===== src/rtl/hsf_pkg.sv =====
// ----------------------------------------------------------------------------
// hsf_pkg: shared types and constants of the horizontal area shrink filter
// Pixel words, lane control, sequencer states and fixed-point constants.
// ----------------------------------------------------------------------------
package hsf_pkg;

   localparam int CSR_WIDTH_W = 13;                // width register size
   localparam int CSR_INDEX_W = 1;
   localparam int STEP_W      = 27;                // 13.14 step, up to 8191 * 0x4000
   localparam int COV_W       = STEP_W + 2;        // signed coverage counter
   localparam int RECIP_W     = 16;
   localparam int SUM_W       = 16;
   localparam int PIX_W       = 8;
   localparam int LANES       = 4;
   localparam int FRAC_W      = 16;                // straddle multiplier width
   localparam int DIV_W       = 31;                // dividend and quotient width
   localparam int DIV_CNT_W   = $clog2(DIV_W);
   localparam int UNIT_VAL    = 32'h0000_4000;
   localparam int RECIP_NUM   = 32'h4000_0000;

   localparam logic [CSR_INDEX_W-1:0] CSR_SRC_WIDTH = 1'b0;
   localparam logic [CSR_INDEX_W-1:0] CSR_DST_WIDTH = 1'b1;

   localparam logic [CSR_WIDTH_W-1:0] SRC_RESET   = 13'd2;
   localparam logic [CSR_WIDTH_W-1:0] DST_RESET   = 13'd1;
   localparam logic [STEP_W-1:0]      STEP_RESET  = 27'h000_8000;
   localparam logic [RECIP_W-1:0]     RECIP_RESET = 16'h8000;
   localparam logic [RECIP_W-1:0]     RECIP_ZERO  = 16'hFFFF;

   localparam logic signed [COV_W-1:0] COV_UNIT = COV_W'(UNIT_VAL);

   typedef struct packed {
      logic [PIX_W-1:0] red_in;
      logic [PIX_W-1:0] green_in;
      logic [PIX_W-1:0] blue_in;
      logic [PIX_W-1:0] alpha_in;
   } req_type;

   typedef struct packed {
      logic [PIX_W-1:0] red_out;
      logic [PIX_W-1:0] green_out;
      logic [PIX_W-1:0] blue_out;
      logic [PIX_W-1:0] alpha_out;
   } rsp_type;

   typedef struct packed {
      logic accept;     // pixel word taken this cycle
      logic straddle;   // pixel closes a destination pixel
      logic clear;      // restart the row
      logic b_load;     // move total into the output register
   } lane_ctl_type;

   typedef enum logic [1:0] {
      SEQ_IDLE,
      SEQ_DIV_STEP,
      SEQ_DIV_RECIP
   } seq_state_type;

endpackage


===== src/rtl/hsf_lane.sv =====
// ----------------------------------------------------------------------------
// hsf_lane: one color channel of the shrink filter
// Keeps the channel sum, splits straddling pixels and scales the closed total.
// ----------------------------------------------------------------------------
module hsf_lane (
   input  logic                           clock,
   input  logic                           reset,
   input  hsf_pkg::lane_ctl_type          ctl,
   input  logic [hsf_pkg::PIX_W-1:0]      px,
   input  logic [hsf_pkg::FRAC_W-1:0]     mc,
   input  logic [hsf_pkg::FRAC_W-1:0]     mf,
   input  logic [hsf_pkg::RECIP_W-1:0]    recip,
   output logic [hsf_pkg::PIX_W-1:0]      res
);

   localparam int SH_W = hsf_pkg::PIX_W + 2;
   localparam int PR_W = SH_W + hsf_pkg::FRAC_W;
   localparam int SC_W = hsf_pkg::SUM_W + hsf_pkg::RECIP_W;

   logic [hsf_pkg::SUM_W-1:0]   sum_ff, sum_in;
   logic [hsf_pkg::SUM_W-1:0]   tot_ff, tot_in;
   logic [hsf_pkg::PIX_W-1:0]   res_ff, res_in;
   logic [SH_W-1:0]             shifted;
   logic [PR_W-1:0]             part_prod;
   logic [PR_W-1:0]             seed_prod;
   logic [SC_W-1:0]             scale_prod;
   logic [hsf_pkg::SUM_W-1:0]   scaled;

   always_comb begin
      shifted   = {px, 2'b00};
      part_prod = PR_W'(shifted) * PR_W'(mc);
      seed_prod = PR_W'(shifted) * PR_W'(mf);
      tot_in    = sum_ff + hsf_pkg::SUM_W'(part_prod[PR_W-1:hsf_pkg::FRAC_W]);
      sum_in    = sum_ff;
      if (ctl.clear) begin
         sum_in = '0;
      end else if (ctl.accept) begin
         if (ctl.straddle) begin
            // seed the next destination pixel with the leftover part
            sum_in = hsf_pkg::SUM_W'(seed_prod[PR_W-1:hsf_pkg::FRAC_W]);
         end else begin
            sum_in = sum_ff + hsf_pkg::SUM_W'(px);
         end
      end
      scale_prod = SC_W'(tot_ff) * SC_W'(recip);
      scaled     = scale_prod[SC_W-1:hsf_pkg::RECIP_W];
      // clamp as a signed value to one byte
      if (scaled[hsf_pkg::SUM_W-1]) begin
         res_in = '0;
      end else if (scaled > hsf_pkg::SUM_W'(8'hFF)) begin
         res_in = '1;
      end else begin
         res_in = scaled[hsf_pkg::PIX_W-1:0];
      end
   end

   always_ff @(posedge clock) begin
      if (reset) begin
         sum_ff <= '0;
      end else begin
         sum_ff <= sum_in;
      end
      if (ctl.accept && ctl.straddle) begin
         tot_ff <= tot_in;
      end
      if (ctl.b_load) begin
         res_ff <= res_in;
      end
   end

   assign res = res_ff;

endmodule

===== config.mk =====
export PLATFORM = sky130hd
export DESIGN_NAME = hsf_lane
export DESIGN_NICKNAME = d
export VERILOG_FILES = /design/src/rtl/hsf_pkg.sv /design/src/rtl/hsf_lane.sv
export SDC_FILE = /design/constraint.sdc
export NUM_CORES = 1
export LEC_CHECK = 0
export ABC_CLOCK_PERIOD_IN_PS = 7500
export BUFFER_PORTS_ARGS = -buffer_cell sky130_fd_sc_hd__buf_2
export CAP_MARGIN = 15
export CORE_MARGIN = 2
export CORE_UTILIZATION = 45
export CTS_CLUSTER_SIZE = 12
export DETAILED_ROUTE_END_ITERATION = 10
export PLACE_DENSITY_LB_ADDON = 0.08
export SYNTH_ARGS = -nofsm -noshare
export SYNTH_HDL_FRONTEND = slang
export SYNTH_SLANG_ARGS = --single-unit

===== constraint.sdc =====
create_clock -name clock -period 7.5 [get_ports clock]
set_input_delay 0.75 -clock clock [delete_from_list [all_inputs] [get_ports clock]]
set_output_delay 0.75 -clock clock [all_outputs]
set_load 0.02 [all_outputs]

* Word-level counts from Yosys, hierarchy flattened
Index checks and enable logic that the tools add are counted.
Storage, ports and cells: bits of input ports 62, output and inout bits 8, logic and storage cells 13, register bits 40
Operators by class: order comparisons 1, reduce and logical (&&, ||, !) cells 2, add/subtract/negate cells 2, multiplexer cells 2, multiply operators 3
Operators with widths (number):
- 8-bit by 16-bit multiplier with 24-bit output | 2
- 16-bit by 16-bit multiplier with 32-bit output | 1
- 16-bit by 10-bit adder with 16-bit output | 1
- 16-bit by 8-bit adder with 16-bit output | 1
- 16-bit by 8-bit greater-than comparator with 1-bit output (second input constant) | 1
- 16-bit two-way mux | 1
- 8-bit two-way mux | 1
- 2-bit OR reduction | 1
- 1-bit logical AND | 1

* Longest topological paths before layout
Gate-level depths: netlist (run 1).
word-level depth 3, depth in mapped cells 28, gate-level depth less buffers 27

* Worst setup path before layout (run 1)
Ideal clock, no wire load.
path type input -> register, start input port px[2] in the netlist's numbering, end register tot_ff[12] in the netlist's numbering (data pin), setup time 260 ps, arrival 6475 ps, path slack 765 ps, cell stages on the path 26, required time 7240 ps, cells stage by stage clkbuf_1 -> nand2_1 -> fa_1 -> fa_1 -> inv_1 -> fa_1 -> inv_1 -> fa_1 -> inv_1 -> ha_1 -> a21o_1 -> a211o_1 -> a22oi_1 -> a311oi_1 -> a211o_1 -> or2_2 -> xor2_1 -> ha_1 -> inv_1 -> o21bai_1 -> a21oi_1 -> o21bai_1 -> a21oi_1 -> o21ai_0 -> or3b_2 -> xnor2_1
On the way: word-level cells in the longest chain between the ends 2
Ends and longest elaborated chain:
- start, declared | line hsf_lane.sv:9 | input logic [hsf_pkg::PIX_W-1:0] px,
- 8-bit by 16-bit multiplier with 24-bit output | line hsf_lane.sv:31 | part_prod = PR_W'(shifted) * PR_W'(mc);
- 16-bit by 10-bit adder with 16-bit output | line hsf_lane.sv:33 | tot_in = sum_ff + hsf_pkg::SUM_W'(part_prod[PR_W-1:hsf_pkg::FRAC_W]);
- via tot_in, one bit | line hsf_lane.sv:21 | logic [hsf_pkg::SUM_W-1:0] tot_ff, tot_in;
- end signal, assigned | line hsf_lane.sv:64 | tot_ff <= tot_in;
- end, declared | line hsf_lane.sv:21
The timed path passes the listed nets, and every way through them passes these cells. A chain may end at the register's enable or synchronous reset.

* Final worst setup path (run 1)
Ends and elaborated chain as after synthesis.

==> impl_results.md, run 1 <==
- First-pass GRT wire length: between 60,000 and 70,000 µm
- Setup TNS: 0 ns
- Ys flop type: edfxtp_1
- Worst setup endpoint: tot_ff[12]$_DFFE_PP_
- CTS Buffer Depth: 2
- Post-cts resize count: 0
- Layout Utilization: between 40% and 50%
- Cell Area, Synth: between 15,000 and 20,000 µm²
- Final slew viol count: 0
- Syn nets: around 2,600
- Routed wire per std cell: around 16 µm
- Die Span Y: around 200 µm
- Pre-CTS WS: around 0.24 ns
- Max Clock Skew: 0.01321 ns
- CP max stage delay: between 0.5 and 0.6 ns
- Most common cell after layout, fill and taps aside: inv_1
- Post CTS Setup Buffer Count: 0
- Post-synth EDFFs: 24
- Least-Margin Pin Slew: between 0.8 and 0.9 ns
- Initial antenna violation count: 6
- Reg-to-Reg Start: tot_ff[7]$_DFFE_PP_
- H-tree levels: 2
- Inserted Clock Buffers: 5
- Final WL: just over 40,000 µm
- Crit. End Element: register
- Netlist cell types: 58
- Layout fillers: 3,834
- Reg2Reg Depth: 22
- Crit path max-delay family: adder cells
- Placed cell area: between 15,000 and 20,000 µm²
- Num rows: just over 70
- PortBufs: 69
- CP Data Arrival Time: between 6 and 7 ns
- Seq cells post-synth: 40
- Min-delay worst type: register to register
- Post-route cell area: around 18,000 µm²
- Reg-to-reg critical path endpoint: res[4]$_SDFFCE_PN0P_
- Gr ovfl total: 0
- Worst-skew pair later-pin latency: around 0.29 ns
- Routability cong.: between 0.8 and 0.9
- DR vias: around 13,000
- WP buf/inv: 5
- Initial DRC Count: approximately 420
- Crit path time final: 6.878 ns
- Reg clk slew, reported paths: 0.07 ns
- Io pins: 70
- Fraction of layout cells with a size suffix above 1: 5.348%
- Root Buffer: clkbuf_16
- Synth Instances: 1,956
- Levels on crit path: 26
- Router iterations before antenna repair: 6
- Most frequent cells in the layout: inv_1, fa_1, nand2_1
- Post-layout worst setup margin: between 0.6 and 0.7 ns
- CP Class: input pin to register
- Fin nets: roughly 2,600
- Synth Area in Simple Gates: between 15 and 20%
- Part of the cycle the worst path needs: approximately nine tenths
- Post-synthesis compound-gate area fraction: about 7.2%
- Ys async rst share: 0%
- Area Growth Syn to Fin: 5.908%
- DRC Markers: 0
- Avg Vias per Cell: around 5.0
- Unrepaired setup endpoints after global routing: false
- Data required time at the worst endpoint: roughly 7.5 ns
- Synth Area in XOR/XNOR: about 2.6%
- Startpoint types: input pin
- Die Width: 200.9 µm
- Hold-fix buffers, CTS: 0
- Die Area: about 40,000 µm²
- Vias in the first global route: roughly 14,000
- Slowest cell on the critical path: fa_1
- Max_slew headroom: around 46%
- R2r setup slk: between 0.6 and 0.7 ns
- Outcome: complete, no violations
- # setup viols final: 0
- Antenna Violating Nets Remaining: 0
- CTS tree: yes
- GRT Total Usage: a little over a fifth
- Hold path depth: 2
- Largest net degree at the start of global routing: 26
- Adder-cell share of the synthesized area: 55.82%
- Clock tree sinks: 40
- Critical Path Source: px[2]
- Seq/Total Area, Yosys: under 10%
- Mean Syn Cell Area: about 8.9 µm²
- Max FO, Critical Path: 16
- Post-synthesis mux area share: less than 1%
- Core ar.: slightly below 40,000 µm²
- Largest family of logic cells by synthesized area: adder cells
- Post-DP HPWL: between 30,000 and 40,000 µm
- MaxCap Viol Count: 0
- Synth Warn #: 0
- Final Hold Vio Count: 0
- Initial Utilization: 45.37%
- Max Clock Freq: 145.4 MHz
[logic make-up (layout without fill, tap and decap cells)]
family                     count (synthesis)  after routing
and+or+nand+nor                          643            643
other                                      0              1
buffers and inverters                    469            495
xor gates and xnor gates                  52             52
muxes                                      4              4
AOI/OAI and AO/OA                        186            186
DFF                                       40             40
adders and majority gates                562            562
[cells in the mapped netlist, types with 3 or more instances]
library cell	instances	share of area [%]
nand4_1	9	0.32
nor3_1	8	0.23
a21o_1	28	1.2
a21oi_1	41	1.2
buf_1	3	0.065
xor2_1	14	0.70
or3_1	3	0.11
nand2_1	300	6.5
ha_1	201	14
and2_1	233	8.4
nand3_1	16	0.46
nand2b_1	4	0.14
mux2i_1	4	0.23
and3_1	6	0.22
fa_1	361	41
edfxtp_1	24	4.1
a21oi_2	3	0.15
clkbuf_1	61	1.3
a211o_1	4	0.20
a31oi_1	13	0.47
dfxtp_1	16	1.8
or2_2	3	0.11
a211oi_1	17	0.73
inv_1	403	8.7
o21ai_0	33	0.95
o211ai_1	7	0.30
nor2b_1	5	0.18
xnor2_1	38	1.9
o21a_1	6	0.26
nor2_1	46	0.99
o21bai_1	8	0.34
[through the flow]
stage	instances	hold slack, ns
after global placement	2492	0.5314
final	2501	0.5606
after global routing	2501	0.5851
after floorplan	1956	0.4801
after detailed placement	2492	0.5460
after CTS	2500	0.5561
[area by class of cell]
type | count | area, µm² | area share [%]
clock buffers | 5 | 125.1 | 0.6770
multi-input cells | 1447 | 14650 | 79.25
clock inverters | 3 | 47.55 | 0.2572
diodes | 1 | 2.502 | 0.01354
well taps | 518 | 648.1 | 3.507
repair buffers | 84 | 457.9 | 2.478
inverters | 403 | 1513 | 8.184
flip-flops and latches | 40 | 1041 | 5.632
[registers in the layout, summed over array words and instances (netlist names)]
name and flops:
sum_ff 16, tot_ff 16, res 8
[worst min-delay path by stage]
stage,from,end
3_5_place_dp,sum_ff[15]$_SDFFE_PP0P_,sum_ff[15]$_SDFFE_PP0P_
2_1_floorplan,sum_ff[2]$_SDFFE_PP0P_,sum_ff[2]$_SDFFE_PP0P_
3_3_place_gp,sum_ff[15]$_SDFFE_PP0P_,sum_ff[15]$_SDFFE_PP0P_
6_report,sum_ff[15]$_SDFFE_PP0P_,sum_ff[15]$_SDFFE_PP0P_
4_1_cts,sum_ff[15]$_SDFFE_PP0P_,sum_ff[15]$_SDFFE_PP0P_
5_1_grt,sum_ff[15]$_SDFFE_PP0P_,sum_ff[15]$_SDFFE_PP0P_
[metal layers]
layer | global-route usage, % | up-vias | part of all wire (%)
li1 | - | 6035 | -
met3 | 2.062 | 27 | 3.2
met2 | 38.35 | 184 | 50
met1 | 28.65 | 6348 | 46
met5 | 0 | - | 0.099
met4 | 2.460 | 10 | 0.64
[worst min-delay path, delay by kind of cell, from the launching register on]
kind,cells,cell delay (ns)
xor gates and xnor gates,1,0.08
and+or+nand+nor,1,0.07
DFF,1,0.37
Power of run 1 is not shown: default switching activity piles up to over one toggle a cycle in this logic, so the estimate is an artifact.
==> inputs of run 2 (changes only) <==
--- a/config.mk
+++ b/config.mk
@@ -10,9 +10,11 @@
 export CAP_MARGIN = 15
 export CORE_MARGIN = 2
 export CORE_UTILIZATION = 45
+export CTS_CLUSTER_DIAMETER = 150
 export CTS_CLUSTER_SIZE = 12
 export DETAILED_ROUTE_END_ITERATION = 10
-export PLACE_DENSITY_LB_ADDON = 0.08
+export PLACE_DENSITY = 0.7
+export SKIP_CTS_REPAIR_TIMING = 1
 export SYNTH_ARGS = -nofsm -noshare
 export SYNTH_HDL_FRONTEND = slang
 export SYNTH_SLANG_ARGS = --single-unit
==> run 2 against run 1 <==
Compared with the run above: setup slack better by 0.016 ns; non-clock buffer count down 4; register-to-register slack better by 0.07 ns; critical path type unchanged; highest routed layer unchanged.
==> impl_results.md, run 2 (synthesized netlist as in run 1, its figures left out) <==
- Die Width: 200.9 µm
- Least-Margin Pin Slew: about 0.83 ns
- Max_slew headroom: roughly 44%
- Num rows: slightly above 70
- Inserted Clock Buffers: 5
- PortBufs: between 60 and 70
- Most frequent cells in the layout: inv_1, fa_1, nand2_1
- Final Hold Vio Count: 0
- Outcome: complete, no violations
- Fraction of layout cells with a size suffix above 1: under 10%
- Crit. End Element: register
- Initial antenna violation count: 3
- Setup TNS: 0 ns
- Largest net degree at the start of global routing: 28
- Router iterations before antenna repair: 7
- Area Growth Syn to Fin: 5.750%
- Final WL: roughly 40,000 µm
- Initial Utilization: 45.37%
- Pre-CTS WS: 0.3204 ns
- Max Clock Skew: 0.01107 ns
- Clock tree sinks: 40
- Die Area: 40,370 µm²
- Core ar.: 38,470 µm²
- CTS Buffer Depth: 2
- Max FO, Critical Path: 23
- Root Buffer: clkbuf_16
- MaxCap Viol Count: 0
- CTS tree: yes
- Vias in the first global route: about 14,000
- DRC Markers: 0
- Crit path time final: roughly 6.9 ns
- Io pins: 70
- Part of the cycle the worst path needs: between 90% and 100%
- Routed wire per std cell: 15.83 µm
- Initial DRC Count: about 680
- Unrepaired setup endpoints after global routing: false
- DR vias: 12,850
- Fin nets: about 2,600
- CP Data Arrival Time: 6.90 ns
- Startpoint types: input pin
- Routability cong.: 0.8757
- Worst-skew pair later-pin latency: ~0.30 ns
- Post-DP HPWL: roughly 33,000 µm
- Avg Vias per Cell: a little over 5
- Most common cell after layout, fill and taps aside: inv_1
- R2r setup slk: approximately 0.7 ns
- Gr ovfl total: 0
- Die Span Y: 200.9 µm
- Data required time at the worst endpoint: approximately 7.5 ns
- Layout Utilization: 47.98%
- Reg clk slew, reported paths: 0.06 ns
- # setup viols final: 0
- Final slew viol count: 0
- Hold WS: roughly 0.55 ns
- Antenna Violating Nets Remaining: 0
- Post-layout worst setup margin: about 0.64 ns
- Layout fillers: 3,662
- First-pass GRT wire length: slightly below 70,000 µm
- GRT Total Usage: 20.59%
- H-tree levels: 2
- Max Clock Freq: between 100 and 150 MHz
- Min-delay worst type: register to register
- CP Class: input pin to register
run 2: cell types whose count changed in the layout (fill, tap and decap cells not counted), sizes merged:
cell   change
buf        -4
diode      +1
run 2: final cells by class:
| class | count | area [µm²] | share of cell area [%] |
|---|---|---|---|
| antenna | 2 | 5.005 | 0.02712 |
| clock buffer | 5 | 125.1 | 0.6780 |
| clock inverter | 3 | 47.55 | 0.2576 |
| inverter | 403 | 1513 | 8.197 |
| multi-input combinational | 1447 | 14650 | 79.37 |
| sequential | 40 | 1041 | 5.641 |
| tap | 518 | 648.1 | 3.512 |
| timing repair buffer | 80 | 427.9 | 2.319 |
run 2: per-layer routing:
metal	track usage [%]	vias up	share of wire [%]
met5	0	-	0.096
met4	4.206	6	1.6
met3	3.344	53	5.3
met2	37.06	336	49
met1	26.11	6429	44
li1	-	6025	-
run 2: worst paths after layout:
check / end / start / depth (start not counted)
hold reg to reg: sum_ff[15]$_SDFFE_PP0P_ / sum_ff[15]$_SDFFE_PP0P_ / 2
setup / recovery: tot_ff[12]$_DFFE_PP_ / px[2] / 26
setup reg to reg: res[1]$_SDFFCE_PN0P_ / tot_ff[14]$_DFFE_PP_ / 20
hold / removal: sum_ff[15]$_SDFFE_PP0P_ / sum_ff[15]$_SDFFE_PP0P_ / 2
run 2: stage by stage:
| stage | std cells | area (µm²) |
|---|---|---|
| final | 2498 | 18460 |
| after global routing | 2496 | 18450 |
| after CTS | 2496 | 18450 |
| after detailed placement | 2488 | 18280 |
| after global placement | 2488 | 18280 |
| after floorplan | 1956 | 17450 |
run 2: worst max-delay path, cell delays in order:
cell,delay (ns)
buf_2,0.17
buf_4,0.23
and2_1,0.18
fa_1,0.53
inv_1,0.05
fa_1,0.52
inv_1,0.05
fa_1,0.50
fa_1,0.41
ha_1,0.32
a21o_1,0.19
a21oi_1,0.27
o2bb2ai_1,0.18
a311oi_1,0.09
a211o_1,0.33
or2_2,0.30
xor2_1,0.15
ha_1,0.33
inv_1,0.05
o21bai_1,0.13
a21oi_1,0.11
o21bai_1,0.14
a21oi_1,0.13
o21ai_0,0.20
or3b_2,0.47
xnor2_1,0.13
Power of run 2 is left out for the same reason.
