File: src/rtl/hsf_pkg.sv
// ----------------------------------------------------------------------------
// hsf_pkg: shared types and constants of the horizontal area shrink filter
// Pixel words, lane control, sequencer states and fixed-point constants.
// ----------------------------------------------------------------------------
package hsf_pkg;

   localparam int CSR_WIDTH_W = 13;                // width register size
   localparam int CSR_INDEX_W = 1;
   localparam int STEP_W      = 27;                // 13.14 step, up to 8191 * 0x4000
   localparam int COV_W       = STEP_W + 2;        // signed coverage counter
   localparam int RECIP_W     = 16;
   localparam int SUM_W       = 16;
   localparam int PIX_W       = 8;
   localparam int LANES       = 4;
   localparam int FRAC_W      = 16;                // straddle multiplier width
   localparam int DIV_W       = 31;                // dividend and quotient width
   localparam int DIV_CNT_W   = $clog2(DIV_W);
   localparam int UNIT_VAL    = 32'h0000_4000;
   localparam int RECIP_NUM   = 32'h4000_0000;

   localparam logic [CSR_INDEX_W-1:0] CSR_SRC_WIDTH = 1'b0;
   localparam logic [CSR_INDEX_W-1:0] CSR_DST_WIDTH = 1'b1;

   localparam logic [CSR_WIDTH_W-1:0] SRC_RESET   = 13'd2;
   localparam logic [CSR_WIDTH_W-1:0] DST_RESET   = 13'd1;
   localparam logic [STEP_W-1:0]      STEP_RESET  = 27'h000_8000;
   localparam logic [RECIP_W-1:0]     RECIP_RESET = 16'h8000;
   localparam logic [RECIP_W-1:0]     RECIP_ZERO  = 16'hFFFF;

   localparam logic signed [COV_W-1:0] COV_UNIT = COV_W'(UNIT_VAL);

   typedef struct packed {
      logic [PIX_W-1:0] red_in;
      logic [PIX_W-1:0] green_in;
      logic [PIX_W-1:0] blue_in;
      logic [PIX_W-1:0] alpha_in;
   } req_type;

   typedef struct packed {
      logic [PIX_W-1:0] red_out;
      logic [PIX_W-1:0] green_out;
      logic [PIX_W-1:0] blue_out;
      logic [PIX_W-1:0] alpha_out;
   } rsp_type;

   typedef struct packed {
      logic accept;     // pixel word taken this cycle
      logic straddle;   // pixel closes a destination pixel
      logic clear;      // restart the row
      logic b_load;     // move total into the output register
   } lane_ctl_type;

   typedef enum logic [1:0] {
      SEQ_IDLE,
      SEQ_DIV_STEP,
      SEQ_DIV_RECIP
   } seq_state_type;

endpackage

File: src/rtl/hsf_div.sv
// ----------------------------------------------------------------------------
// hsf_div: iterative restoring divider
// Produces one quotient bit per cycle; shared by the step and reciprocal passes.
// ----------------------------------------------------------------------------
module hsf_div (
   input  logic                              clock,
   input  logic                              reset,
   input  logic                              start,
   input  logic [hsf_pkg::DIV_W-1:0]         numer,
   input  logic [hsf_pkg::STEP_W-1:0]        denom,
   output logic                              done,
   output logic [hsf_pkg::DIV_W-1:0]         quot
);

   localparam logic [hsf_pkg::DIV_CNT_W-1:0] LAST = hsf_pkg::DIV_CNT_W'(hsf_pkg::DIV_W - 1);

   logic                              run_ff, run_in;
   logic                              done_ff, done_in;
   logic [hsf_pkg::DIV_CNT_W-1:0]     cnt_ff, cnt_in;
   logic [hsf_pkg::DIV_W-1:0]         num_ff, num_in;
   logic [hsf_pkg::STEP_W-1:0]        rem_ff, rem_in;
   logic [hsf_pkg::STEP_W-1:0]        den_ff, den_in;
   logic [hsf_pkg::STEP_W:0]          trial;
   logic [hsf_pkg::STEP_W:0]          diff;
   logic                              ge;

   always_comb begin
      trial = {rem_ff, num_ff[hsf_pkg::DIV_W-1]};
      diff  = trial - {1'b0, den_ff};
      ge    = (trial >= {1'b0, den_ff});
      run_in  = run_ff;
      done_in = 1'b0;
      cnt_in  = cnt_ff;
      num_in  = num_ff;
      rem_in  = rem_ff;
      den_in  = den_ff;
      if (start) begin
         run_in = 1'b1;
         cnt_in = '0;
         num_in = numer;
         rem_in = '0;
         den_in = denom;
      end else if (run_ff) begin
         // shift in one dividend bit, subtract when it fits
         rem_in = ge ? diff[hsf_pkg::STEP_W-1:0] : trial[hsf_pkg::STEP_W-1:0];
         num_in = {num_ff[hsf_pkg::DIV_W-2:0], ge};
         cnt_in = cnt_ff + 1'b1;
         if (cnt_ff == LAST) begin
            run_in  = 1'b0;
            done_in = 1'b1;
         end
      end
   end

   always_ff @(posedge clock) begin
      if (reset) begin
         run_ff  <= 1'b0;
         done_ff <= 1'b0;
         cnt_ff  <= '0;
      end else begin
         run_ff  <= run_in;
         done_ff <= done_in;
         cnt_ff  <= cnt_in;
      end
      num_ff <= num_in;
      rem_ff <= rem_in;
      den_ff <= den_in;
   end

   assign done = done_ff;
   assign quot = num_ff;

endmodule

File: config.mk
export PLATFORM = sky130hd
export DESIGN_NAME = hsf_div
export DESIGN_NICKNAME = d
export VERILOG_FILES = /design/src/rtl/hsf_pkg.sv /design/src/rtl/hsf_div.sv
export SDC_FILE = /design/constraint.sdc
export NUM_CORES = 1
export LEC_CHECK = 0
export BUFFER_PORTS_ARGS = -buffer_cell sky130_fd_sc_hd__buf_2
export CAP_MARGIN = 40
export CORE_MARGIN = 1.5
export CORE_UTILIZATION = 61
export CTS_CLUSTER_SIZE = 20
export DETAILED_ROUTE_END_ITERATION = 12
export HOLD_SLACK_MARGIN = 0.02
export PLACE_DENSITY = 0.86
export RECOVER_POWER = 25
export SLEW_MARGIN = 20
export SYNTH_ARGS = -nofsm -noshare
export SYNTH_HDL_FRONTEND = slang
export SYNTH_SLANG_ARGS = --single-unit
File: constraint.sdc
create_clock -name clock -period 5.05 [get_ports clock]
set_input_delay 0.2525 -clock clock [delete_from_list [all_inputs] [get_ports clock]]
set_output_delay 0.2525 -clock clock [all_outputs]
set_load 0.02 [all_outputs]
* After elaboration in Yosys (flattened, before gate mapping)
Cells that the tools add are included.
Widths: inputs -> output; s select.
** Word-level totals
- Flip-flop bits (word level) :: 92
- Output and inout bits :: 32
- Input port bits :: 61
- Word-level logic and storage cells :: 21
** Cells by class
- Muxes and demuxes :: 7
- Equal/unequal tests :: 1
- Bitwise operators :: 1
- Reduce and logical (&&, ||, !) cells :: 3
- Magnitude comparators :: 1
- Add/sub/neg operators :: 2
** Operators with widths (count)
- $mux 31 :: 2
- $ge 28x27->1 :: 1
- $mux 27 :: 1
- $sub 27x27->27 :: 1
- $add 5x1->5 const B :: 1
- $eq 5x5->1 const B :: 1
- $mux 1 :: 4
- $reduce_or 3->1 :: 1
- $reduce_bool 2->1 :: 1
- $reduce_or 2->1 :: 1
- $not 1->1 :: 1

* Longest topological paths before layout
Gate-level depths: netlist of run 1.
- Depth after elaboration :: 4
- Mapped depth :: 12
- Depth with buffers taken out :: 10

* Least setup slack after synthesis of run 1
No wires, ideal clock.
- Path type :: register to register
- Start :: register num_ff, in the netlist quot[30]
- End :: register rem_ff[22] (netlist bit)
- Stages on the path, launching flop included :: 11
- Setup time :: 0.122 ns
- Path slack :: 2.354 ns
- Data arrival time :: 2.574 ns
- Clock period less this slack :: 2.696 ns
- Required time :: 4.928 ns
- Buffers on the path :: 0
- Cell sequence :: edfxtp_1 inv_1 ha_1 fa_1 nand2b_1 a21oi_1 o21ai_0 o21a_1 or4_1 nand4_1 o21ai_1
** On the way
- Word-level cells in the longest chain between the ends :: 2
- Elaborated cells on any way between the ends :: 3
- Those cells by class :: add/sub: 1; order compare: 1; mux: 1
** Ends and longest elaborated chain
- start, declared :: RTL line hsf_div.sv:20 : logic [hsf_pkg::DIV_W-1:0] num_ff, num_in;
- start signal, assigned :: RTL line hsf_div.sv:65 : num_ff <= num_in;
- $sub 27x27->27 / $ge 28x27->1 (equally long branches) :: RTL line hsf_div.sv:29, hsf_div.sv:30
- $mux 27 (*) :: RTL line hsf_div.sv:45 : rem_in = ge ? diff[hsf_pkg::STEP_W-1:0] : trial[hsf_pkg::STEP_W-1:0];
- end signal, assigned :: RTL line hsf_div.sv:66 : rem_ff <= rem_in;
- end, declared :: RTL line hsf_div.sv:21 : logic [hsf_pkg::STEP_W-1:0] rem_ff, rem_in;
Mark *: on every way between the ends. The rest lies on a longest branch, timed or not.
A chain may end at the register's enable or synchronous reset.

* Final worst setup path of run 1
- Start :: register num_ff, in the netlist quot[30]
- End :: register rem_ff[13] (netlist bit)
The elaborated chain is that of the path after synthesis.

==> results of run 1 <==
==> logic make-up after synthesis <==
group | after synthesis | share of synthesized area, %
simple gates | 170 | 14.77
compound gates | 135 | 17.81
flops | 92 | 44.67
buf+inv | 61 | 4.868
mux | 40 | 8.076
fa+ha+maj | 30 | 7.061
xor+xnor | 17 | 2.746
==> report_power, final <==
part           switching, mW  leakage (nW)  internal, mW
Clock                  0.279         0.103         0.237
Sequential            0.0300         0.854         0.865
Combinational          0.257          1.58         0.169
==> worst reg2reg max path: stages (launching register included) <==
cell and delay [ns]:
sky130_fd_sc_hd__edfxtp_1 0.43, sky130_fd_sc_hd__inv_1 0.06, sky130_fd_sc_hd__ha_1 0.22, sky130_fd_sc_hd__fa_1 0.41, sky130_fd_sc_hd__nand2b_1 0.18, sky130_fd_sc_hd__a21oi_1 0.35, sky130_fd_sc_hd__o211ai_2 0.16, sky130_fd_sc_hd__a31oi_2 0.30
sky130_fd_sc_hd__o31a_4 0.42, sky130_fd_sc_hd__nand3b_1 0.16, sky130_fd_sc_hd__a311oi_1 0.30
==> sequential cells by signal, summed over array words and instances, names as in the netlist <==
signal / flops
done: 1
quot: 31
den_ff: 27
cnt_ff: 5
run_ff: 1
rem_ff: 27
==> per-layer routing <==
layer | routed length, um | share of wire (%) | track usage [%] | vias up
met5 | 0 | 0 | 0 | -
met4 | 244 | 2.0 | 11.32 | 0
met3 | 930 | 7.4 | 3.813 | 25
met2 | 5917 | 47 | 44.38 | 213
met1 | 5407 | 43 | 36.12 | 2134
li1 | - | - | - | 2171
==> stage by stage <==
step	power, mW	hold slack (ns)	setup slack, ns
final	1.837	0.04298	1.945
after global routing	1.920	0.02901	1.718
after CTS	1.838	0.03306	1.986
after detailed placement	1.329	0.4306	2.038
after global placement	1.310	0.4284	2.099
after floorplan	1.207	0.3249	2.354
==> cell type report <==
cell class / count / area [um2]
multi-input cells: 392 / 2736
fillers: 632 / 2525
flip-flops and latches: 92 / 2422
repair buffers: 97 / 524.3
well taps: 108 / 135.1
inverters: 35 / 131.4
clock buffers: 9 / 123.9
clock inverters: 7 / 80.08
==> path summary, 6_finish.rpt <==
check	cells past startpoint	slack [ns]	endpoint
setup reg to reg	10	1.94	rem_ff[13]
setup / recovery	10	1.94	rem_ff[13]
hold / removal	1	0.04	den_ff[7]
hold reg to reg	2	0.50	rem_ff[16]
==> cell usage in the layout, fill, tap and decap left out, drive strengths merged, types with 4 or more instances in the layout <==
master / instances
buf: 96
edfxtp: 58
nand2: 57
nor2: 48
inv: 39
dfxtp: 34
o21ai: 32
mux2: 30
a21oi: 29
ha: 29
nand3: 16
mux2i: 10
clkbuf: 10
xor2: 9
nand4: 8
xnor2: 8
a311oi: 8
nand2b: 6
and3: 6
a211oi: 6
a21o: 6
nor3: 6
a22oi: 6
o21a: 5
o211ai: 5
a2111oi: 5
a21boi: 4
nor2b: 4
nand3b: 4
o31ai: 4
==> impl_results.html, run 1 <==
<table>
<tr><th>Metric</th><th>Value</th></tr>
<tr><th colspan="2">Worst setup path</th></tr>
<tr><td>RR Startpoint</td><td>quot[30]</td></tr>
<tr><td>Arrival time at the worst endpoint</td><td>~3.4 ns</td></tr>
<tr><td>Crit path capture type</td><td>register</td></tr>
<tr><td>Buffering stage count on the worst path with inverters included</td><td>1</td></tr>
<tr><td>Critical-path top delay cell</td><td>sky130_fd_sc_hd__edfxtp_1</td></tr>
<tr><td>Setup CP Type</td><td>reg2reg</td></tr>
<tr><td>Cell Chain, Critical Path</td><td>inv_1, ha_1, fa_1, nand2b_1, a21oi_1, o211ai_2, a31oi_2, o31a_4, nand3b_1, a311oi_1</td></tr>
<tr><td>Largest delay share family, worst path</td><td>compound AO/OA/AOI/OAI gates</td></tr>
<tr><td>Maximum single-stage delay on the critical path</td><td>0.43 ns</td></tr>
<tr><td>Startpoint Class</td><td>register</td></tr>
<tr><td>Data required time at the worst endpoint</td><td>roughly 5.3 ns</td></tr>
<tr><td>Highest fanout seen on the critical path</td><td>23</td></tr>
<tr><td>Crit path launch</td><td>quot[30]</td></tr>
<tr><th colspan="2">Status</th></tr>
<tr><td>Run status</td><td>finished with violations</td></tr>
<tr><td>Violations in the final reports</td><td>capacitance limit, slew limit</td></tr>
<tr><th colspan="2">Floorplanning</th></tr>
<tr><td>Count of boundary I/O pins</td><td>between 90 and 100</td></tr>
<tr><td>Die Span Y</td><td>about 97 um</td></tr>
<tr><td>Area of the die</td><td>9464 um2</td></tr>
<tr><td>Die width</td><td>between 90 and 100 um</td></tr>
<tr><td>Number of placement rows</td><td>34</td></tr>
<tr><td>Core region area</td><td>just under 9000 um2</td></tr>
<tr><td>Effective utilization at floorplan</td><td>between 60% and 70%</td></tr>
<tr><th colspan="2">Routing</th></tr>
<tr><td>Number of design-rule violations left by the first detailed-router iteration</td><td>364</td></tr>
<tr><td>Routed length per placed instance</td><td>~17 um</td></tr>
<tr><td>Wirelength, routed</td><td>roughly 13 mm</td></tr>
<tr><td>Detailed-route via count</td><td>approximately 4500</td></tr>
<tr><td>Remaining number of nets flagged by the antenna check after routing</td><td>0</td></tr>
<tr><td>Number of vias per cell</td><td>6.139</td></tr>
<tr><td>Detailed Routing Iterations Pass 1</td><td>4</td></tr>
<tr><td>DRC violations left</td><td>0</td></tr>
<tr><th colspan="2">Yosys</th></tr>
<tr><td>Mean instance size in the synthesized netlist</td><td>just under 10 um2</td></tr>
<tr><td>Synth async-reset ratio</td><td>0%</td></tr>
<tr><td>Cell taking the most area after synthesis</td><td>sky130_fd_sc_hd__edfxtp_1</td></tr>
<tr><td>Flops &amp; latches, synth</td><td>92</td></tr>
<tr><td>Number of enable flip-flop cells after synthesis</td><td>between 50 and 60</td></tr>
<tr><td>Net count after synthesis</td><td>roughly 640</td></tr>
<tr><td>Most numerous cell types in the synthesized netlist</td><td>58 x sky130_fd_sc_hd__edfxtp_1, 57 x sky130_fd_sc_hd__nand2_1, 48 x sky130_fd_sc_hd__nor2_1</td></tr>
<tr><td>Most instantiated library cell after synthesis</td><td>sky130_fd_sc_hd__edfxtp_1</td></tr>
<tr><td>Synth warnings</td><td>0</td></tr>
<tr><td>Top post-synthesis cells by area</td><td>sky130_fd_sc_hd__edfxtp_1 32%, sky130_fd_sc_hd__dfxtp_1 13%, sky130_fd_sc_hd__ha_1 6.7%</td></tr>
<tr><td>Sequential share of the synthesized area</td><td>between 40 and 50%</td></tr>
<tr><td>Post-Syn Area</td><td>approximately 5400 um2</td></tr>
<tr><td>Number of unique standard cell types used by synthesis</td><td>about 70</td></tr>
<tr><td>Post-synth top area share</td><td>about a third</td></tr>
<tr><td>Gate count after technology mapping</td><td>roughly 550</td></tr>
<tr><td>Most frequently used flop master after synthesis</td><td>sky130_fd_sc_hd__edfxtp_1</td></tr>
<tr><th colspan="2">Timing</th></tr>
<tr><td>Total count of hold-check failures in the final report</td><td>0</td></tr>
<tr><td>RSZ-0062 raised after global routing</td><td>false</td></tr>
<tr><td>Max Slew Vio Count</td><td>36</td></tr>
<tr><td>Total negative slack</td><td>0 ns</td></tr>
<tr><td>Measured slew at the worst slew-check pin</td><td>between 1.5 and 2 ns</td></tr>
<tr><td>Final Cycle Share</td><td>between 60 and 70%</td></tr>
<tr><td>Number of setup violations in the final report</td><td>0</td></tr>
<tr><td>Maximum achievable frequency</td><td>approximately 0.32 GHz</td></tr>
<tr><td>Final critical delay including setup and external delays</td><td>3.105 ns</td></tr>
<tr><td>Worst rel slew slack</td><td>-11.66%</td></tr>
<tr><td>Clock skew after layout</td><td>0.01337 ns</td></tr>
<tr><th colspan="2">Clock tree</th></tr>
<tr><td>Num Clock Sinks</td><td>slightly above 90</td></tr>
<tr><td>Clock-pin transition on the worst setup and hold timing paths</td><td>about 0.1 ns</td></tr>
<tr><td>Count of instances resized after the clock tree is built</td><td>0</td></tr>
<tr><td>Depth of the CTS H-tree</td><td>3</td></tr>
<tr><td>Clock latency reported for the late side of the worst-skew pair</td><td>roughly 0.38 ns</td></tr>
<tr><td>Number of hold-repair buffers added at the cts stage</td><td>0</td></tr>
<tr><td>Maximum number of buffers from clock root to sink</td><td>2</td></tr>
<tr><td>Clock tree root driver cell</td><td>sky130_fd_sc_hd__clkbuf_8</td></tr>
<tr><td>Count of buffers added by post-CTS timing repair for setup</td><td>0</td></tr>
<tr><td>CTS buffer count</td><td>9</td></tr>
<tr><td>TritonCTS clock tree</td><td>done</td></tr>
<tr><th colspan="2">Worst hold path</th></tr>
<tr><td>Startpoint of the worst hold path</td><td>denom[7]</td></tr>
<tr><td>Worst min path class</td><td>in2reg</td></tr>
<tr><th colspan="2">GRT</th></tr>
<tr><td>GRT Total Usage</td><td>27.02%</td></tr>
<tr><td>Maximum number of pins on one net before global-route repair</td><td>51</td></tr>
<tr><td>First-pass GRT wire length</td><td>about 21 mm</td></tr>
<tr><td>Total overflow reported by the global router</td><td>0</td></tr>
<tr><td>Number of global-route vias before repair</td><td>about 4300</td></tr>
<tr><td>Initial antenna violation count</td><td>0</td></tr>
<tr><th colspan="2">Power and ir drop</th></tr>
<tr><td>Power per standard cell area</td><td>about 300 nW/um2</td></tr>
<tr><td>Leak Pwr</td><td>roughly 2.5 nW</td></tr>
<tr><td>Worst IR Drop VDD</td><td>176.0 uV</td></tr>
<tr><th colspan="2">Final layout</th></tr>
<tr><td>Number of nets at the end of the flow</td><td>approximately 700</td></tr>
<tr><td>Fraction of final layout cells sized beyond drive strength 1</td><td>about a quarter</td></tr>
<tr><td>Number of standard cells in the layout, taps in and fillers out</td><td>between 700 and 800</td></tr>
<tr><td>Number of antenna repair diodes</td><td>0</td></tr>
<tr><td>Final Util</td><td>a little under three quarters</td></tr>
<tr><td>Area of all placed cells without fillers</td><td>about 6000 um2</td></tr>
<tr><td>Area grow syn2layout</td><td>13.47%</td></tr>
<tr><th colspan="2">Placement</th></tr>
<tr><td>Area after DPL</td><td>5951 um2</td></tr>
<tr><td>Number of instances in the placed design</td><td>a little over 700</td></tr>
<tr><td>HPWL Detailed</td><td>between 9 and 10 mm</td></tr>
<tr><td>Count of input and output buffers</td><td>just over 90</td></tr>
<tr><td>RD Place Congestion</td><td>slightly below 1</td></tr>
<tr><th colspan="2">Flow run</th></tr>
<tr><td>Max Cap Viol</td><td>1</td></tr>
</table>
Note: power is estimated with default switching activity, not from simulation.
==> run 2: changes to the inputs <==
Settings changed: CORE_UTILIZATION 61 to 57, PLACE_DENSITY 0.86 to 0.81.
Clock period 5.05 ns to 3.3 ns, I/O delays scaled along.
==> impl_results.html, run 2 (same netlist as run 1, synthesis figures left out) <==
<table>
<tr><th>Metric</th><th>Value</th></tr>
<tr><th colspan="2">Worst setup path</th></tr>
<tr><td>Startpoint Class</td><td>register</td></tr>
<tr><td>Setup CP Type</td><td>reg2reg</td></tr>
<tr><td>Highest fanout seen on the critical path</td><td>23 (unchanged)</td></tr>
<tr><td>Crit path capture type</td><td>register</td></tr>
<tr><td>Arrival time at the worst endpoint</td><td>3.25 ns (-0.11 ns)</td></tr>
<tr><td>Data required time at the worst endpoint</td><td>3.55 ns (-1.76 ns)</td></tr>
<tr><th colspan="2">Routing</th></tr>
<tr><td>Wirelength, routed</td><td>13.13 mm (+5.0%)</td></tr>
<tr><td>Number of vias per cell</td><td>5.852 (-4.7%)</td></tr>
<tr><td>Remaining number of nets flagged by the antenna check after routing</td><td>0 (unchanged)</td></tr>
<tr><td>Number of design-rule violations left by the first detailed-router iteration</td><td>249 (-32%)</td></tr>
<tr><td>Detailed Routing Iterations Pass 1</td><td>5 (+1)</td></tr>
<tr><td>Detailed-route via count</td><td>4641 (+2.2%)</td></tr>
<tr><td>Routed length per placed instance</td><td>16.55 um (-2.0%)</td></tr>
<tr><td>DRC violations left</td><td>0 (unchanged)</td></tr>
<tr><th colspan="2">Timing</th></tr>
<tr><td>Max Slew Vio Count</td><td>0 (-100%)</td></tr>
<tr><td>Number of setup violations in the final report</td><td>0 (unchanged)</td></tr>
<tr><td>Worst rel slew slack</td><td>49.76% (+61 points)</td></tr>
<tr><td>Total negative slack</td><td>0 ns (unchanged)</td></tr>
<tr><td>Final Cycle Share</td><td>90.72% (+29 points)</td></tr>
<tr><td>Maximum achievable frequency</td><td>0.3340 GHz (+3.7%)</td></tr>
<tr><td>Clock skew after layout</td><td>0.01291 ns (-0.0004556 ns)</td></tr>
<tr><td>Final critical delay including setup and external delays</td><td>2.994 ns (-0.1117 ns)</td></tr>
<tr><td>RSZ-0062 raised after global routing</td><td>false</td></tr>
<tr><td>Total count of hold-check failures in the final report</td><td>0 (unchanged)</td></tr>
<tr><td>Measured slew at the worst slew-check pin</td><td>0.7457 ns (-0.9292 ns)</td></tr>
<tr><th colspan="2">Clock tree</th></tr>
<tr><td>Clock tree root driver cell</td><td>sky130_fd_sc_hd__clkbuf_8</td></tr>
<tr><td>Clock-pin transition on the worst setup and hold timing paths</td><td>0.09 ns (about the same)</td></tr>
<tr><td>Depth of the CTS H-tree</td><td>3 (unchanged)</td></tr>
<tr><td>TritonCTS clock tree</td><td>done</td></tr>
<tr><td>CTS buffer count</td><td>9 (unchanged)</td></tr>
<tr><td>Maximum number of buffers from clock root to sink</td><td>2 (unchanged)</td></tr>
<tr><td>Count of instances resized after the clock tree is built</td><td>0 (unchanged)</td></tr>
<tr><td>Num Clock Sinks</td><td>92 (unchanged)</td></tr>
<tr><td>Clock latency reported for the late side of the worst-skew pair</td><td>0.37 ns (about the same)</td></tr>
<tr><th colspan="2">Floorplanning</th></tr>
<tr><td>Die width</td><td>100.5 um (+3.3%)</td></tr>
<tr><td>Number of placement rows</td><td>35 (+2.9%)</td></tr>
<tr><td>Core region area</td><td>9240 um2 (+6.5%)</td></tr>
<tr><td>Count of boundary I/O pins</td><td>93 (unchanged)</td></tr>
<tr><td>Die Span Y</td><td>100.5 um (+3.3%)</td></tr>
<tr><td>Effective utilization at floorplan</td><td>58.69% (-3.8 points)</td></tr>
<tr><td>Area of the die</td><td>10110 um2 (+6.8%)</td></tr>
<tr><th colspan="2">Final layout</th></tr>
<tr><td>Number of nets at the end of the flow</td><td>750 (+4.5%)</td></tr>
<tr><td>Area grow syn2layout</td><td>19.47%</td></tr>
<tr><td>Final Util</td><td>70.12% (-0.79 points)</td></tr>
<tr><td>Area of all placed cells without fillers</td><td>6479 um2 (+5.3%)</td></tr>
<tr><td>Number of fillers in the final layout</td><td>728 (+15%)</td></tr>
<tr><td>Largest register FFs</td><td>31 (unchanged)</td></tr>
<tr><td>Most common cell after layout, fill and taps aside</td><td>sky130_fd_sc_hd__buf_2</td></tr>
<tr><td>Leading cell types in the layout, fill and taps excluded</td><td>90 x sky130_fd_sc_hd__buf_2, 58 x sky130_fd_sc_hd__edfxtp_1, 57 x sky130_fd_sc_hd__nand2_1</td></tr>
<tr><td>Number of antenna repair diodes</td><td>0 (unchanged)</td></tr>
<tr><td>Fraction of final layout cells sized beyond drive strength 1</td><td>23.95% (-0.58 points)</td></tr>
<tr><th colspan="2">Power and ir drop</th></tr>
<tr><td>Int Power</td><td>1.977 mW (+56%)</td></tr>
<tr><td>Clk network pwr share</td><td>28.9% (+0.8 points)</td></tr>
<tr><td>Sequential Power Share</td><td>47.4% (-1.3 points)</td></tr>
<tr><td>Overall power</td><td>2.886 mW (+57%)</td></tr>
<tr><td>Worst IR Drop VDD</td><td>286.5 uV (+63%)</td></tr>
<tr><td>Part of the power in combinational logic</td><td>23.8% (+0.6 points)</td></tr>
<tr><td>Proportion of total power due to net switching</td><td>31.49% (+0.66 points)</td></tr>
<tr><td>Leak Pwr</td><td>2.667 nW (+5.1%)</td></tr>
<tr><td>Net switching power</td><td>908.6 uW (+60%)</td></tr>
<tr><td>Power per standard cell area</td><td>445.4 nW/um2 (+49%)</td></tr>
<tr><th colspan="2">GRT</th></tr>
<tr><td>GRT Total Usage</td><td>26.44% (-0.57 points)</td></tr>
<tr><td>Maximum number of pins on one net before global-route repair</td><td>54 (+5.9%)</td></tr>
<tr><td>Total overflow reported by the global router</td><td>0 (unchanged)</td></tr>
<tr><td>Number of global-route vias before repair</td><td>4329 (+1.3%)</td></tr>
<tr><td>First-pass GRT wire length</td><td>20.70 mm (+0.33%)</td></tr>
<tr><td>Initial antenna violation count</td><td>0 (unchanged)</td></tr>
<tr><th colspan="2">Worst hold path</th></tr>
<tr><td>Worst min path class</td><td>in2reg</td></tr>
<tr><th colspan="2">Placement</th></tr>
<tr><td>HPWL Detailed</td><td>9.384 mm (+3.6%)</td></tr>
<tr><td>RD Place Congestion</td><td>0.9186 (-5.5%)</td></tr>
<tr><td>Area after DPL</td><td>5982 um2 (+0.53%)</td></tr>
<tr><td>Count of input and output buffers</td><td>92 (unchanged)</td></tr>
<tr><th colspan="2">Flow run</th></tr>
<tr><td>Max Cap Viol</td><td>0 (-1)</td></tr>
<tr><th colspan="2">Status</th></tr>
<tr><td>Run status</td><td>completed</td></tr>
</table>
[run 2: cell count changes in the layout (fill, tap and decap cells not counted), sizes merged]
cell,delta
dlygate4sd3,+28
clkinv,+1
inv,-1
buf,+4
[run 2: per-stage QoR]
| stage | setup slack [ns] | hold slack [ns] | instances |
|---|---|---|---|
| 3_5_place_dp | 0.2828 | 0.3385 | 749 |
| 5_1_grt | 0.08327 | 0.08265 | 793 |
| 6_report | 0.3062 | 0.07905 | 793 |
| 3_3_place_gp | 0.5150 | 0.3374 | 749 |
| 2_1_floorplan | 0.6036 | 0.2374 | 545 |
| 4_1_cts | 0.3263 | 0.07351 | 793 |
[run 2: path summary, 6_finish.rpt]
kind,from,endpoint,slack [ns],cells after the start
worst min-delay path,numer[0],quot[0],0.08,3
worst max-delay path,quot[30],rem_ff[20],0.31,10
worst min register to register,rem_ff[16],rem_ff[16],0.52,2
worst max register to register,quot[30],rem_ff[20],0.31,10
[run 2: layer usage]
metal / vias to the layer above / part of all wire (%) / global-route usage [%]
met5: - / 0 / 0
met4: 0 / 2.0 / 9.209
met3: 28 / 6.7 / 4.161
met2: 215 / 47 / 45.00
met1: 2162 / 45 / 34.46
li1: 2236 / - / -
[run 2: area by class of cell]
type | instances | area (um2) | share of cell area, %
inverter | 35 | 131.4 | 2.028
sequential | 92 | 2422 | 37.39
multi-input combinational | 392 | 2736 | 42.24
clock buffer | 9 | 123.9 | 1.912
clock inverter | 7 | 93.84 | 1.448
tap | 129 | 161.4 | 2.491
timing repair buffer | 129 | 809.5 | 12.50
[run 2: power groups by stage]
| stage | registers [mW] | logic [mW] | clock network [mW] |
|---|---|---|---|
| floorplan | 1.44 | 0.410 | 0 |
| global placement | 1.39 | 0.636 | 0 |
| detailed placement | 1.39 | 0.649 | 0 |
| CTS | 1.37 | 0.678 | 0.840 |
| global route | 1.38 | 0.746 | 0.875 |
| finish | 1.37 | 0.686 | 0.833 |
[run 2: what timing repair did]
item	in CTS	in global routing
hold buffers	28	0
hold endpoints to repair	28	0
endpoints found under the setup margin	0	0
buffers inserted	0	0
[run 2: critical path, cell delays in order, from the launching register on]
cell                       delay, ns
sky130_fd_sc_hd__edfxtp_1       0.39
sky130_fd_sc_hd__inv_1          0.06
sky130_fd_sc_hd__ha_1           0.22
sky130_fd_sc_hd__fa_1           0.41
sky130_fd_sc_hd__nand2b_1       0.18
sky130_fd_sc_hd__a21oi_1        0.32
sky130_fd_sc_hd__o211ai_2       0.15
sky130_fd_sc_hd__a31oi_2        0.29
sky130_fd_sc_hd__o31a_4         0.40
sky130_fd_sc_hd__nand2_1        0.10
sky130_fd_sc_hd__a311oi_1       0.36
==> run 3: changes to the inputs <==
Settings changed: CORE_UTILIZATION 57 to 30, PLACE_DENSITY 0.81 to unset, RECOVER_POWER 25 to unset.
==> impl_results.html, run 3 (same netlist as run 1, synthesis figures left out) <==
<table>
<tr><th>Metric</th><th>Value</th></tr>
<tr><th colspan="2">Worst setup path</th></tr>
<tr><td>RR Startpoint</td><td>quot[30]</td></tr>
<tr><td>Largest delay share family, worst path</td><td>compound AO/OA/AOI/OAI gates</td></tr>
<tr><td>Crit path capture type</td><td>register</td></tr>
<tr><td>Cell Chain, Critical Path</td><td>inv_1, ha_1, fa_1, nand2b_1, a21oi_1, o211ai_2, a31oi_2, o31a_4, nand3b_1, a311oi_1</td></tr>
<tr><td>Setup CP Type</td><td>reg2reg</td></tr>
<tr><td>Maximum single-stage delay on the critical path</td><td>0.41 ns (about the same)</td></tr>
<tr><td>Buffering stage count on the worst path with inverters included</td><td>1 (unchanged)</td></tr>
<tr><td>Startpoint Class</td><td>register</td></tr>
<tr><td>Critical R2R Capture</td><td>rem_ff[13]</td></tr>
<tr><td>Critical-path top delay cell</td><td>sky130_fd_sc_hd__o31a_4</td></tr>
<tr><td>Highest fanout seen on the critical path</td><td>23 (unchanged)</td></tr>
<tr><td>Data required time at the worst endpoint</td><td>3.56 ns (about the same)</td></tr>
<tr><td>Number of cells on the worst reg-to-reg path</td><td>10 (unchanged)</td></tr>
<tr><td>Flop2flop setup slack</td><td>0.37 ns (+0.07 ns)</td></tr>
<tr><td>Arrival time at the worst endpoint</td><td>3.18 ns (-0.07 ns)</td></tr>
<tr><th colspan="2">Clock tree</th></tr>
<tr><td>Clock latency reported for the late side of the worst-skew pair</td><td>0.36 ns (about the same)</td></tr>
<tr><td>Count of instances resized after the clock tree is built</td><td>0 (unchanged)</td></tr>
<tr><td>Clock-pin transition on the worst setup and hold timing paths</td><td>0.07 ns (-0.02 ns)</td></tr>
<tr><td>Maximum number of buffers from clock root to sink</td><td>2 (unchanged)</td></tr>
<tr><td>Number of hold-repair buffers added at the cts stage</td><td>28 (unchanged)</td></tr>
<tr><td>Count of buffers added by post-CTS timing repair for setup</td><td>0 (unchanged)</td></tr>
<tr><td>Num Clock Sinks</td><td>92 (unchanged)</td></tr>
<tr><td>CTS buffer count</td><td>9 (unchanged)</td></tr>
<tr><td>Depth of the CTS H-tree</td><td>3 (unchanged)</td></tr>
<tr><td>Clock tree root driver cell</td><td>sky130_fd_sc_hd__clkbuf_16</td></tr>
<tr><td>TritonCTS clock tree</td><td>done</td></tr>
<tr><th colspan="2">Timing</th></tr>
<tr><td>Total negative slack</td><td>0 ns (unchanged)</td></tr>
<tr><td>Worst rel slew slack</td><td>55.72% (+6.0 points)</td></tr>
<tr><td>Clock skew after layout</td><td>0.01318 ns (+0.0002641 ns)</td></tr>
<tr><td>RSZ-0062 raised after global routing</td><td>false</td></tr>
<tr><td>Total count of hold-check failures in the final report</td><td>0 (unchanged)</td></tr>
<tr><td>Measured slew at the worst slew-check pin</td><td>0.6629 ns (-0.08283 ns)</td></tr>
<tr><td>Final critical delay including setup and external delays</td><td>2.926 ns (-0.06762 ns)</td></tr>
<tr><td>Worst hold slack across all endpoints</td><td>0.09187 ns (+0.01282 ns)</td></tr>
<tr><td>Maximum achievable frequency</td><td>0.3417 GHz (+2.3%)</td></tr>
<tr><td>Final Cycle Share</td><td>88.67% (-2.0 points)</td></tr>
<tr><td>Number of setup violations in the final report</td><td>0 (unchanged)</td></tr>
<tr><td>Max Slew Vio Count</td><td>0 (unchanged)</td></tr>
<tr><th colspan="2">Placement</th></tr>
<tr><td>Area after DPL</td><td>6087 um2 (+1.8%)</td></tr>
<tr><td>Count of input and output buffers</td><td>92 (unchanged)</td></tr>
<tr><td>HPWL Detailed</td><td>9.337 mm (-0.50%)</td></tr>
<tr><td>Number of instances in the placed design</td><td>843 (+13%)</td></tr>
<tr><td>RD Place Congestion</td><td>0.8593 (-6.5%)</td></tr>
<tr><th colspan="2">Power and ir drop</th></tr>
<tr><td>Overall power</td><td>3.032 mW (+5.1%)</td></tr>
<tr><td>Power per standard cell area</td><td>456.4 nW/um2 (+2.5%)</td></tr>
<tr><td>Worst IR Drop VDD</td><td>250.0 uV (-13%)</td></tr>
<tr><td>Leak Pwr</td><td>2.688 nW (+0.80%)</td></tr>
<tr><th colspan="2">Routing</th></tr>
<tr><td>Wirelength, routed</td><td>13.23 mm (+0.75%)</td></tr>
<tr><td>Number of design-rule violations left by the first detailed-router iteration</td><td>262 (+5.2%)</td></tr>
<tr><td>Routed length per placed instance</td><td>14.91 um (-9.9%)</td></tr>
<tr><td>DRC violations left</td><td>0 (unchanged)</td></tr>
<tr><td>Detailed-route via count</td><td>4478 (-3.5%)</td></tr>
<tr><td>Remaining number of nets flagged by the antenna check after routing</td><td>0 (unchanged)</td></tr>
<tr><td>Number of vias per cell</td><td>5.048 (-14%)</td></tr>
<tr><td>Detailed Routing Iterations Pass 1</td><td>5 (unchanged)</td></tr>
<tr><th colspan="2">Floorplanning</th></tr>
<tr><td>Core region area</td><td>17480 um2 (+89%)</td></tr>
<tr><td>Die width</td><td>137.4 um (+37%)</td></tr>
<tr><td>Area of the die</td><td>18890 um2 (+87%)</td></tr>
<tr><td>Die Span Y</td><td>137.4 um (+37%)</td></tr>
<tr><td>Count of boundary I/O pins</td><td>93 (unchanged)</td></tr>
<tr><td>Number of placement rows</td><td>48 (+37%)</td></tr>
<tr><td>Effective utilization at floorplan</td><td>31.03% (-28 points)</td></tr>
<tr><th colspan="2">Final layout</th></tr>
<tr><td>Combined area of the multi-input logic cells</td><td>2736 um2 (unchanged)</td></tr>
<tr><td>Number of nets at the end of the flow</td><td>748 (-0.27%)</td></tr>
<tr><td>Area taken by flip-flops and latches</td><td>2422 um2 (unchanged)</td></tr>
<tr><td>Number of antenna repair diodes</td><td>0 (unchanged)</td></tr>
<tr><td>Number of standard cells in the layout, taps in and fillers out</td><td>887 (+12%)</td></tr>
<tr><td>Area of all placed cells without fillers</td><td>6644 um2 (+2.5%)</td></tr>
<tr><td>Largest register FFs</td><td>31 (unchanged)</td></tr>
<tr><td>Fraction of final layout cells sized beyond drive strength 1</td><td>23.72% (-0.23 points)</td></tr>
<tr><td>Area grow syn2layout</td><td>22.52%</td></tr>
<tr><td>Leading cell types in the layout, fill and taps excluded</td><td>91 x sky130_fd_sc_hd__buf_2, 58 x sky130_fd_sc_hd__edfxtp_1, 57 x sky130_fd_sc_hd__nand2_1</td></tr>
<tr><td>Number of fillers in the final layout</td><td>1771 (+140%)</td></tr>
<tr><td>Most common cell after layout, fill and taps aside</td><td>sky130_fd_sc_hd__buf_2</td></tr>
<tr><th colspan="2">Worst hold path</th></tr>
<tr><td>Hold endpoint</td><td>quot[0]</td></tr>
<tr><td>Worst min path class</td><td>in2reg</td></tr>
<tr><td>Number of cells on the worst hold path</td><td>3 (unchanged)</td></tr>
<tr><td>Startpoint of the worst hold path</td><td>numer[0]</td></tr>
<tr><th colspan="2">GRT</th></tr>
<tr><td>First-pass GRT wire length</td><td>21.04 mm (+1.6%)</td></tr>
<tr><td>Total overflow reported by the global router</td><td>0 (unchanged)</td></tr>
<tr><td>Number of global-route vias before repair</td><td>4148 (-4.2%)</td></tr>
<tr><td>GRT Total Usage</td><td>14.34% (-12 points)</td></tr>
<tr><td>Initial antenna violation count</td><td>0 (unchanged)</td></tr>
<tr><td>Maximum number of pins on one net before global-route repair</td><td>48 (-11%)</td></tr>
<tr><th colspan="2">Flow run</th></tr>
<tr><td>Max Cap Viol</td><td>0 (unchanged)</td></tr>
<tr><th colspan="2">Status</th></tr>
<tr><td>Run status</td><td>completed</td></tr>
</table>
run 3: changes by cell type in the layout (fill, tap and decap cells not counted):
| cell | change |
|---|---|
| sky130_fd_sc_hd__clkbuf_16 | +9 |
| sky130_fd_sc_hd__inv_6 | +1 |
| sky130_fd_sc_hd__clkinv_8 | -1 |
| sky130_fd_sc_hd__clkbuf_8 | -9 |
| sky130_fd_sc_hd__bufinv_16 | -1 |
| sky130_fd_sc_hd__buf_2 | +1 |
| sky130_fd_sc_hd__inv_8 | -2 |
| sky130_fd_sc_hd__buf_4 | -2 |
| sky130_fd_sc_hd__clkinv_2 | +1 |
| sky130_fd_sc_hd__clkinv_4 | +1 |
run 3: how the worst max path moves through the flow:
| stage | start | endpoint | cells past startpoint |
|---|---|---|---|
| finish | quot[30] | rem_ff[13] | 10 |
| global placement | den_ff[15] | rem_ff[10] | 9 |
| detailed placement | quot[30] | rem_ff[14] | 10 |
| CTS | quot[30] | rem_ff[14] | 10 |
| global route | quot[30] | rem_ff[14] | 10 |
| floorplan | quot[30] | rem_ff[22] | 10 |
run 3: final cells by class:
cell class / instances / share of cell area (%)
inverters: 35 / 1.977
repair buffers: 127 / 11.98
clock buffers: 10 / 3.446
well taps: 225 / 4.237
clock inverters: 6 / 0.7156
multi-input cells: 392 / 41.19
flip-flops and latches: 92 / 36.46
run 3: stage by stage:
stage | util [%] | setup WS (ns)
final | 38.02 | 0.3738
after global placement | 34.83 | 0.4996
after detailed placement | 34.83 | 0.3932
after floorplan | - | 0.6036
after CTS | 38.02 | 0.3523
after global routing | 38.02 | 0.1550
run 3: worst min-delay path, stage by stage:
cell and delay (ns):
sky130_fd_sc_hd__buf_2 0.08, sky130_fd_sc_hd__nand2_1 0.04, sky130_fd_sc_hd__o21ai_0 0.05
run 3: power by group:
part,internal (mW),switching (mW)
registers,1.32,0.0435
logic,0.279,0.393
clock network,0.518,0.474
total,2.12,0.911
run 3: per-layer routing:
metal  GRT usage (%)  vias to the layer above  routed length [um]
li1                -                     2236                   -
met1           19.33                     2082                6594
met2           22.86                      151                5576
met3           3.422                        9                 890
met4           4.094                        0                 164
met5               0                        -                   0
